--- src/sv/ppc_pkg.sv ---
package ppc_pkg;

    // field widths
    localparam int CFG_W       = 32;
    localparam int EPS_W       = 31;
    localparam int FRAC_W      = 16;
    localparam int FACE_W      = 16;
    localparam int VIDX_W      = 12;
    localparam int CFG_IDX_W   = 3;

    // position sign is taken at this width
    localparam int COORD_WIDTH = 32;

    // distance arithmetic widths
    localparam int PROD_W      = CFG_W + COORD_WIDTH;
    localparam int SUM_W       = PROD_W + 1;
    localparam int DIST_W      = PROD_W + 2;
    localparam int OFF_W       = CFG_W + FRAC_W;

    // tag cache
    localparam int MAX_VERTICES = 4096;
    localparam int ADDR_W       = $clog2(MAX_VERTICES);
    localparam int EPOCH_W      = 6;

    // queue between front and back
    localparam int QUEUE_DEPTH = 8;
    localparam int QPTR_W      = $clog2(QUEUE_DEPTH);
    localparam int QCNT_W      = QPTR_W + 1;

    // register reset values
    localparam logic signed [CFG_W-1:0] NORMAL_Z_RESET = 32'sh0001_0000;
    localparam logic [EPS_W-1:0]        EPSILON_RESET  = 31'd66;

    typedef enum logic [CFG_IDX_W-1:0] {
        CFG_NORMAL_X = 3'd0,
        CFG_NORMAL_Y = 3'd1,
        CFG_NORMAL_Z = 3'd2,
        CFG_OFFSET   = 3'd3,
        CFG_EPSILON  = 3'd4
    } t_cfg_idx;

    typedef enum logic [0:0] {
        CMD_CLASSIFY = 1'b0,
        CMD_CLEAR    = 1'b1
    } t_cmd;

    typedef enum logic [1:0] {
        TAG_NONE = 2'd0,
        TAG_ON   = 2'd1,
        TAG_OUT  = 2'd2,
        TAG_IN   = 2'd3
    } t_tag;

    typedef enum logic [2:0] {
        RUN_IN   = 3'd0,
        RUN_OUT  = 3'd1,
        RUN_ON   = 3'd2,
        RUN_SPAN = 3'd3,
        RUN_NONE = 3'd4
    } t_run;

    typedef struct packed {
        logic                      command;
        logic [FACE_W-1:0]         face_index;
        logic [VIDX_W-1:0]         vertex_index;
        logic signed [CFG_W-1:0]   pos_x;
        logic signed [CFG_W-1:0]   pos_y;
        logic signed [CFG_W-1:0]   pos_z;
        logic                      last_vertex;
    } t_in;

    typedef struct packed {
        logic [FACE_W-1:0] out_face_index;
        logic [VIDX_W-1:0] out_vertex_index;
        logic [1:0]        vertex_class;
        logic              newly_tagged;
        logic [1:0]        polygon_class;
        logic              polygon_done;
    } t_out;

    // one request after distance classification
    typedef struct packed {
        logic              command;
        logic [FACE_W-1:0] face_index;
        logic [VIDX_W-1:0] vertex_index;
        logic              last_vertex;
        t_tag              dist_tag;
    } t_work;

    typedef struct packed {
        logic [EPOCH_W-1:0] epoch;
        t_tag               tag;
    } t_tag_entry;

    typedef struct packed {
        logic              valid;
        logic [QCNT_W-1:0] count;
    } t_queue_stat;

endpackage

--- src/sv/ppc_queue.sv ---
module ppc_queue (
    input  logic                  i_clk,
    input  logic                  i_rst_n,
    input  logic                  i_push,
    input  ppc_pkg::t_work        i_push_data,
    input  logic                  i_pop,
    output ppc_pkg::t_work        o_head,
    output ppc_pkg::t_queue_stat  o_stat
);

    ppc_pkg::t_work              r_mem [ppc_pkg::QUEUE_DEPTH];
    logic [ppc_pkg::QPTR_W-1:0]  r_wptr, r_rptr;
    logic [ppc_pkg::QCNT_W-1:0]  r_count;

    // pointers and fill count
    always_ff @(posedge i_clk) begin
        if (!i_rst_n) begin
            r_wptr  <= '0;
            r_rptr  <= '0;
            r_count <= '0;
        end else begin
            if (i_push) begin
                r_wptr <= r_wptr + 1'b1;
            end
            if (i_pop) begin
                r_rptr <= r_rptr + 1'b1;
            end
            unique case ({i_push, i_pop})
                2'b10:   r_count <= r_count + 1'b1;
                2'b01:   r_count <= r_count - 1'b1;
                default: r_count <= r_count;
            endcase
        end
    end

    // storage
    always_ff @(posedge i_clk) begin
        if (i_push) begin
            r_mem[r_wptr] <= i_push_data;
        end
    end

    assign o_head       = r_mem[r_rptr];
    assign o_stat.valid = r_count != '0;
    assign o_stat.count = r_count;

    a_no_overflow: assert property (@(posedge i_clk) disable iff (!i_rst_n)
        (i_push && !i_pop) |-> (r_count != ppc_pkg::QCNT_W'(ppc_pkg::QUEUE_DEPTH)))
        else $error("queue overflow");

    a_no_underflow: assert property (@(posedge i_clk) disable iff (!i_rst_n)
        i_pop |-> o_stat.valid)
        else $error("queue underflow");

endmodule

--- config.mk ---
export PLATFORM = sky130hd
export DESIGN_NAME = ppc_queue
export DESIGN_NICKNAME = d
export VERILOG_FILES = /design/src/sv/ppc_pkg.sv /design/src/sv/ppc_queue.sv
export SDC_FILE = /design/constraint.sdc
export NUM_CORES = 1
export LEC_CHECK = 0
export BUFFER_PORTS_ARGS = -buffer_cell sky130_fd_sc_hd__buf_2
export CAP_MARGIN = 20
export CORE_MARGIN = 1
export CORE_UTILIZATION = 33
export DETAILED_ROUTE_END_ITERATION = 8
export GPL_ROUTABILITY_DRIVEN = 0
export SYNTH_ARGS = -nofsm -noshare
export SYNTH_HDL_FRONTEND = slang
export SYNTH_SLANG_ARGS = --single-unit
--- constraint.sdc ---
create_clock -name i_clk -period 3.6 [get_ports i_clk]
set_clock_uncertainty 0.15 [all_clocks]
set_input_delay 0.18 -clock i_clk [delete_from_list [all_inputs] [get_ports i_clk]]
set_output_delay 0.18 -clock i_clk [all_outputs]
set_load 0.01 [all_outputs]
==> results.yml, run 1 <==
run_status:
  outcome: "finished, violations left"
  violations: "DRC"
cells_and_area:
  fillers: 2692
  syn2layout_area_growth_pct: 20.97
  drive_gt1_share_pct: 33.61
  finalNonFillerCells: 992
  num-nets-final: 614
  fin_area_um2: 12600
worst_setup_path:
  worstRegToRegCells: 3
  crit_required_ns: 3.27
  worstSetupEndpointType: "output port"
  ff2ff_setup_slack_ns: 1.44
  crit_family: "multiplexers"
  path_class: "reg2out"
  r2r-start: "r_wptr[2]"
  cp_num_buf_inv: 2
  crit_fanout: 22
  r2r-end: "r_mem[2][31]"
  path_cells: "buf_4 -> mux4_1 -> mux2_2 -> buf_2"
  crit_arrival_ns: 2.60
  slowest_delay_ns: 0.61
  critical_path.slowest_cell: "dfxtp_4"
  crit_path_start_kind: "flip-flop"
drt:
  drtAntennaViolNets: 0
  drt-pass1-iter-count: 8
  vias_per_cell: 4.825
  via_count: 4786
  routedWlPerCell_um: 20.45
  drc: 2
  drt-initial-drc-count: 275
  routed_wl_mm: 20.29
timing:
  tightestPinTransition_ns: 0.9146
  fin_crit_ns: 2.931
  setup_viol: 0
  fin_setup_tns_ns: 0
  rsz0062_at_grt: "false"
  slew_viol_final: 0
  max_freq_mhz: 341.2
  relSlewSlack_pct: 39.03
  hold_violations: 0
  finalCritPeriodShare_pct: 81.41
global_routing:
  grt_usage_pct: 12.63
  grt_pass1_wl_mm: 30.66
  grt_pass1_vias: 5151
  grt_overflow: 0
  grt_max_degree: 65
  antenna_found_initial: 1
clocking:
  clockBufferDepth: 3
  cts-root-buf: "clkbuf_16"
  cts_resized: 0
  cts.sinks: 269
  cts_made_buffers: 28
  htree_levels: 1
  postCtsSetupBuffers: 0
  clock_latency_ns: 0.53
  clk_pin_slew_ns: 0.06
  cts_hold_buf: 35
  cts_tree: "done"
yosys:
  yosysSeqAreaShare_pct: 76.33
  synth_area_leaders: "edfxtp_1, mux4_1, mux4_2, mux2_2, dfxtp_1"
  yosysWarnings: 0
  synth.cell_area_um2: 10410
  synth_top_area_share_pct: 73.83
  async_reset_ff_share_pct: 0
  synth.most_common_cell: "edfxtp_1"
  syn_avg_cell_area_um2: 23.72
  synthesis.instances: 439
  synthDistinctLibCells: 28
  synth_nets: 480
  synth_top_area_cell: "edfxtp_1"
  synth_edf_count: 256
  synth_common_cells: "edfxtp_1, mux4_1, mux2_2, mux4_2, dfxtp_1"
  ys_ff_latch: 269
  synth_ff_type: "edfxtp_1"
floorplan:
  fp-row-count: 64
  coreArea_um2: 30830
  die_w_um: 179.6
  start_util_pct: 33.77
  die_h_um: 179.6
  boundaryPins: 73
  dieArea_um2: 32270
placed_design:
  hpwlAfterDp_mm: 11.60
  dpl_cell_area_um2: 11350
  dp.cells: 904
  io_buffers: 72
min_path:
  hold_start: "i_push_data[29]"
  hold_path.class: "in2reg"
  hold_path_end: "r_mem[5][29]"
  holdPathStages: 2
power:
  cellPowerDensity_nw_per_um2: 548.5
  power_uw: 6908
  leakage_uw: 0.004165
  ir_worst_vdd_mv: 0.3883
job:
  cap_violations: 0
[state kept, by name (all words and copies together) (netlist names), named ones only]
name and flops:
r_mem 256, r_count 4, r_rptr 3, r_wptr 3
[metal layers]
layer | wire (um) | vias to the layer above | share of wire (%) | global-route usage (%)
met1 | 8768 | 2503 | 43 | 16.48
met5 | 0 | - | 0 | 0
met3 | 900 | 29 | 4.4 | 2.330
met4 | 464 | 0 | 2.3 | 3.310
met2 | 10160 | 104 | 50 | 21.73
li1 | - | 2150 | - | -
[per-stage QoR]
step	setup slack, ns	hold slack (ns)	util (%)
final	0.6693	0.3001	40.86
after global routing	0.5318	0.3064	40.86
after CTS	0.6077	0.2765	40.85
after detailed placement	1.160	0.2984	36.81
after global placement	1.203	0.2825	36.81
after floorplan	0.2870	0.1289	-
[report_power, final]
part / total [uW] / internal, uW / leakage, uW / switching, uW
Sequential: 3590 / 3520 / 0.00243 / 71.0
Clock: 2760 / 1620 / 0.000430 / 1140
Combinational: 561 / 302 / 0.00130 / 260
[how the worst max path moves through the flow]
stage	start	endpoint	slack, ns	depth (start not counted)
2_1_floorplan	r_wptr[2]	r_mem[0][0]	0.29	2
6_report	flip-flop	o_head[9]	0.67	4
4_1_cts	flip-flop	o_head[9]	0.61	4
3_3_place_gp	flip-flop	o_head[9]	1.20	4
3_5_place_dp	flip-flop	o_head[9]	1.16	4
5_1_grt	flip-flop	o_head[9]	0.53	4
[cells in the final DEF (no fill, tap or decap), drive strengths merged, types with 2 or more instances in the layout]
cell type    instances
buf                 89
edfxtp             256
bufinv               2
and2                 6
inv                  2
clkinvlp             4
mux2i                4
nor2                 6
nor3                 3
mux2                33
xnor2                3
xor2                 4
clkinv              10
ha                   5
dfxtp               13
nand2                6
mux4                64
clkbuf              35
nand2b               4
nor2b                3
dlygate4sd3         35
[cells by family after synthesis]
logic type | after synthesis | share of synthesized area [%]
xor gates and xnor gates | 7 | 0.5888
adders and majority gates | 5 | 0.6008
DFF | 269 | 76.33
AOI/OAI and AO/OA | 5 | 0.3364
and+or+nand+nor | 31 | 1.574
buffers and inverters | 21 | 1.334
muxes | 101 | 19.24
[area by class of cell]
type                       instances  area, um2  area share (%)
inverter                           1      3.754         0.02980
antenna                            1      2.502         0.01987
clock inverter                    17      145.1           1.152
timing repair buffer             124      863.3           6.854
multi-input combinational        149       2381           18.90
tap                              396      495.5           3.934
sequential                       269       7956           63.17
clock buffer                      35      748.2           5.940
(Power assumes the default switching activity.)
==> run 2: changes to the inputs <==
==> constraint.sdc (replaced) <==
create_clock -name i_clk -period 2.65 [get_ports i_clk]
set_clock_uncertainty 0.15 [all_clocks]
set_input_delay 0.1325 -clock i_clk [delete_from_list [all_inputs] [get_ports i_clk]]
set_output_delay 0.1325 -clock i_clk [all_outputs]
set_load 0.01 [all_outputs]
==> results.yml, run 2 (synthesis results as in run 1) <==
clocking:
  cts-root-buf: "clkbuf_16"
  clockBufferDepth: 3
  clock_latency_ns: 0.53
  cts_resized: 0
  clk_pin_slew_ns: 0.06
  cts_made_buffers: 28
  htree_levels: 1
  cts.sinks: 269
  cts_tree: "done"
cells_and_area:
  fin_area_um2: 12810
  syn2layout_area_growth_pct: 22.99
  drive_gt1_share_pct: 33.83
  utilization_pct: 41.54
  finalNonFillerCells: 996
  num-nets-final: 619
  largest_register_ffs: 256
  final_common_cell: "edfxtp_1"
  final_cell_mix: "edfxtp_1, buf_2, mux4_1"
  reg_top3: "r_mem x256, r_count x4"
  regMostFlops: "r_mem"
  num_antenna_cells: 0
placed_design:
  dp.cells: 906
  dpl_cell_area_um2: 11450
  hpwlAfterDp_mm: 12.36
  io_buffers: 72
timing:
  fin_crit_ns: 2.503
  rsz0062_at_grt: "false"
  slew_viol_final: 0
  relSlewSlack_pct: 66.35
  hold_violations: 0
  tightestPinTransition_ns: 0.5035
  setup_viol: 0
  fin_setup_tns_ns: 0
  finalCritPeriodShare_pct: 94.43
  max_freq_mhz: 399.6
floorplan:
  die_w_um: 179.6
  dieArea_um2: 32270
  boundaryPins: 73
  start_util_pct: 33.77
  die_h_um: 179.6
  coreArea_um2: 30830
  fp-row-count: 64
worst_setup_path:
  critical_path.slowest_cell: "mux4_1"
  path_class: "reg2out"
  crit_required_ns: 2.37
  crit_fanout: 10
  crit_path_start_kind: "flip-flop"
  ff2ff_setup_slack_ns: 0.71
  worstSetupEndpointType: "output port"
  path_cells: "buf_4 -> mux4_1 -> mux2_2 -> buf_2"
  slowest_delay_ns: 0.58
  crit_arrival_ns: 2.22
drt:
  routedWlPerCell_um: 21.38
  via_count: 4824
  drc: 1
  routed_wl_mm: 21.29
  drt-pass1-iter-count: 8
  vias_per_cell: 4.843
  drt-initial-drc-count: 336
  drtAntennaViolNets: 0
job:
  cap_violations: 0
run_status:
  outcome: "finished, violations left"
  violations: "DRC"
global_routing:
  grt_overflow: 0
  antenna_found_initial: 0
  grt_usage_pct: 13.34
  grt_pass1_wl_mm: 32.17
  grt_pass1_vias: 5257
  grt_max_degree: 28
power:
  ir_worst_vdd_mv: 0.5513
  cellPowerDensity_nw_per_um2: 761.9
  leakage_uw: 0.004255
min_path:
  hold_path.class: "in2reg"
[run 2: changes by cell type in the layout (fill, tap and decap cells not counted), sizes merged]
| cell | previous run | this run |
|---|---|---|
| clkinv | 10 | 9 |
| inv | 2 | 1 |
| diode | 1 | 0 |
| bufinv | 2 | 5 |
| clkbuf | 35 | 38 |
| buf | 89 | 94 |
| clkinvlp | 4 | 0 |
[run 2: where the power goes]
group,total [uW],switching (uW),internal [uW]
registers,4840,60.7,4780
clock network,4080,1540,2540
logic,843,413,430
[run 2: worst paths after layout]
path,from,endpoint,cells past startpoint
worst max register to register,r_wptr[0],r_mem[1][24],3
worst min-delay path,i_push_data[20],r_mem[3][20],2
worst max-delay path,flip-flop,o_head[27],4
worst min register to register,r_count[3],r_count[3],2
[run 2: timing repair]
action	in CTS	in global routing
setup buffers	3	0
hold endpoints to repair	269	0
endpoints found under the setup margin	25	0
hold buffers	35	0
[run 2: critical path: cells and delay by family (launching register included)]
family                 cells  cell delay [ns]
buffers and inverters      2             0.39
DFF                        1             0.41
muxes                      2             0.89
[run 2: layer usage]
layer / up-vias / GRT usage [%] / routed length, um
met5: - / 0 / 0
met4: 0 / 2.931 / 390
met3: 30 / 2.249 / 701
met2: 85 / 23.23 / 10570
met1: 2549 / 17.51 / 9633
li1: 2160 / - / -
[run 2: stage by stage]
step	hold slack, ns	setup slack, ns	power, uW
6_report	0.2542	0.1475	9757
5_1_grt	0.2629	0.06867	10090
4_1_cts	0.2316	0.1092	9868
3_5_place_dp	0.2555	0.4740	5739
3_3_place_gp	0.2341	0.5034	5706
2_1_floorplan	0.08137	0.1723	5409
[run 2: area by class of cell]
| cell class | instances | area, um2 |
|---|---|---|
| clock inverters | 14 | 193.9 |
| fillers | 2642 | 18020 |
| flip-flops and latches | 269 | 7956 |
| inverters | 1 | 3.754 |
| well taps | 396 | 495.5 |
| multi-input cells | 149 | 2394 |
| repair buffers | 129 | 983.4 |
| clock buffers | 38 | 779.5 |
==> run 3: changes to the inputs <==
==> constraint.sdc (replaced) <==
create_clock -name i_clk -period 2.3 [get_ports i_clk]
set_clock_uncertainty 0.15 [all_clocks]
set_input_delay 0.115 -clock i_clk [delete_from_list [all_inputs] [get_ports i_clk]]
set_output_delay 0.115 -clock i_clk [all_outputs]
set_load 0.01 [all_outputs]
==> results.yml, run 3 (synthesis results as in run 1) <==
cells_and_area:
  final_common_cell: "edfxtp_1"
  syn2layout_area_growth_pct: 26.89
  fillers: 2641
  reg_top3: "r_mem x256, r_count x4"
  final_cell_mix: "edfxtp_1, mux4_2, buf_2"
  drive_gt1_share_pct: 41.67
  finalNonFillerCells: 1009
  largest_register_ffs: 256
  num-nets-final: 632
  regMostFlops: "r_mem"
timing:
  hold_violations: 0
  slew_viol_final: 0
  finalCritPeriodShare_pct: 106.2
  fin_ws_ns: -0.1436
  setup_viol: 32
  fin_crit_ns: 2.444
  relSlewSlack_pct: 71.44
  tightestPinTransition_ns: 0.4284
  rsz0062_at_grt: "true"
  max_freq_mhz: 409.2
worst_setup_path:
  path_cells: "buf_12 -> clkbuf_16 -> mux4_2 -> mux2_2 -> buf_6"
  path_class: "reg2out"
  r2r-start: "r_wptr[1]"
  crit_required_ns: 2.04
  crit_family: "multiplexers"
  cp.depth: 5
  ff2ff_setup_slack_ns: 0.51
  slowest_delay_ns: 0.50
  crit_path_start_kind: "flip-flop"
  worstRegToRegCells: 3
  worstSetupEndpointType: "output port"
  crit_arrival_ns: 2.18
  r2r-end: "r_mem[3][11]"
  critical_path.slowest_cell: "mux4_2"
  crit_fanout: 7
  cp_num_buf_inv: 3
clocking:
  cts.sinks: 269
  cts_made_buffers: 28
  cts-root-buf: "clkbuf_16"
  clk_pin_slew_ns: 0.06
  clockBufferDepth: 3
  clock_latency_ns: 0.52
  htree_levels: 1
  cts_tree: "done"
global_routing:
  grt_max_degree: 27
  grt_pass1_vias: 5470
  grt_pass1_wl_mm: 33.33
  grt_overflow: 0
  antenna_found_initial: 1
  grt_usage_pct: 13.71
run_status:
  violations: "DRC, setup timing"
  outcome: "finished, violations left"
floorplan:
  die_w_um: 179.6
  fp-row-count: 64
  dieArea_um2: 32270
  start_util_pct: 33.77
  coreArea_um2: 30830
  die_h_um: 179.6
  boundaryPins: 73
min_path:
  hold_path.class: "in2reg"
  hold_start: "i_push_data[23]"
  hold_path_end: "r_mem[0][23]"
  holdPathStages: 2
drt:
  drc: 3
  via_count: 4854
  drt-initial-drc-count: 408
  vias_per_cell: 4.811
  routed_wl_mm: 21.94
  routedWlPerCell_um: 21.74
  drt-pass1-iter-count: 8
  drtAntennaViolNets: 0
placed_design:
  hpwlAfterDp_mm: 11.53
  dp.cells: 908
  dp_slack_ns: 0.2881
  io_buffers: 72
power:
  leakage_uw: 0.004395
  power_uw: 11340
  cellPowerDensity_nw_per_um2: 858.5
  ir_worst_vdd_mv: 0.4899
job:
  cap_violations: 0
[run 3: layout make-up]
class                      count  area [um2]  area share, %
tap                          396       495.5          3.750
clock buffer                  33       740.7          5.606
clock inverter                18       182.7          1.383
multi-input combinational    149        2352          17.80
sequential                   269        7956          60.22
timing repair buffer         142        1479          11.19
inverter                       1       3.754        0.02841
antenna                        1       2.502        0.01894
[run 3: how the worst max path moves through the flow]
stage	start	to	slack, ns
3_3_place_gp	flip-flop	o_head[24]	0.34
4_1_cts	flip-flop	o_head[17]	-0.22
3_5_place_dp	i_push	r_count[2]	0.29
6_report	flip-flop	o_head[30]	-0.14
5_1_grt	flip-flop	o_head[30]	-0.23
2_1_floorplan	r_wptr[0]	r_mem[3][0]	-0.18
[run 3: metrics by stage]
step	utilization [%]	setup TNS, ns	hold slack, ns	area, um2
floorplan	-	-33.11	0.06387	10420
global placement	37.16	0	0.2195	11450
detailed placement	37.16	0	0.2368	11450
CTS	42.45	-4.715	0.2147	13090
global route	42.86	-5.511	0.2470	13210
finish	42.86	-2.998	0.2435	13210
[run 3: metal layers]
metal	global-route usage (%)	share of wire, %
met1	17.77	44
met2	24.17	50
met3	2.249	3.6
met4	3.000	1.8
met5	0	0
[run 3: worst register-to-register path, stage by stage (launching register included)]
cell and delay [ns]:
dfxtp_1 0.54, nand2_1 0.22, nor2_4 0.15, buf_4 0.37
[run 3: power breakdown]
part	total, uW	internal [uW]	switching, uW
clock network	4460	2730	1730
registers	5570	5500	65.6
logic	1320	758	557
[run 3: repair_timing]
action | in CTS | in global routing
cloned | 6 | 3
hold buffers | 36 | 0
pin swaps | 0 | 0
setup endpoints to repair | 32 | 32
buffers inserted | 4 | 0
hold endpoints to repair | 269 | 0
resized for setup | 75 | 35
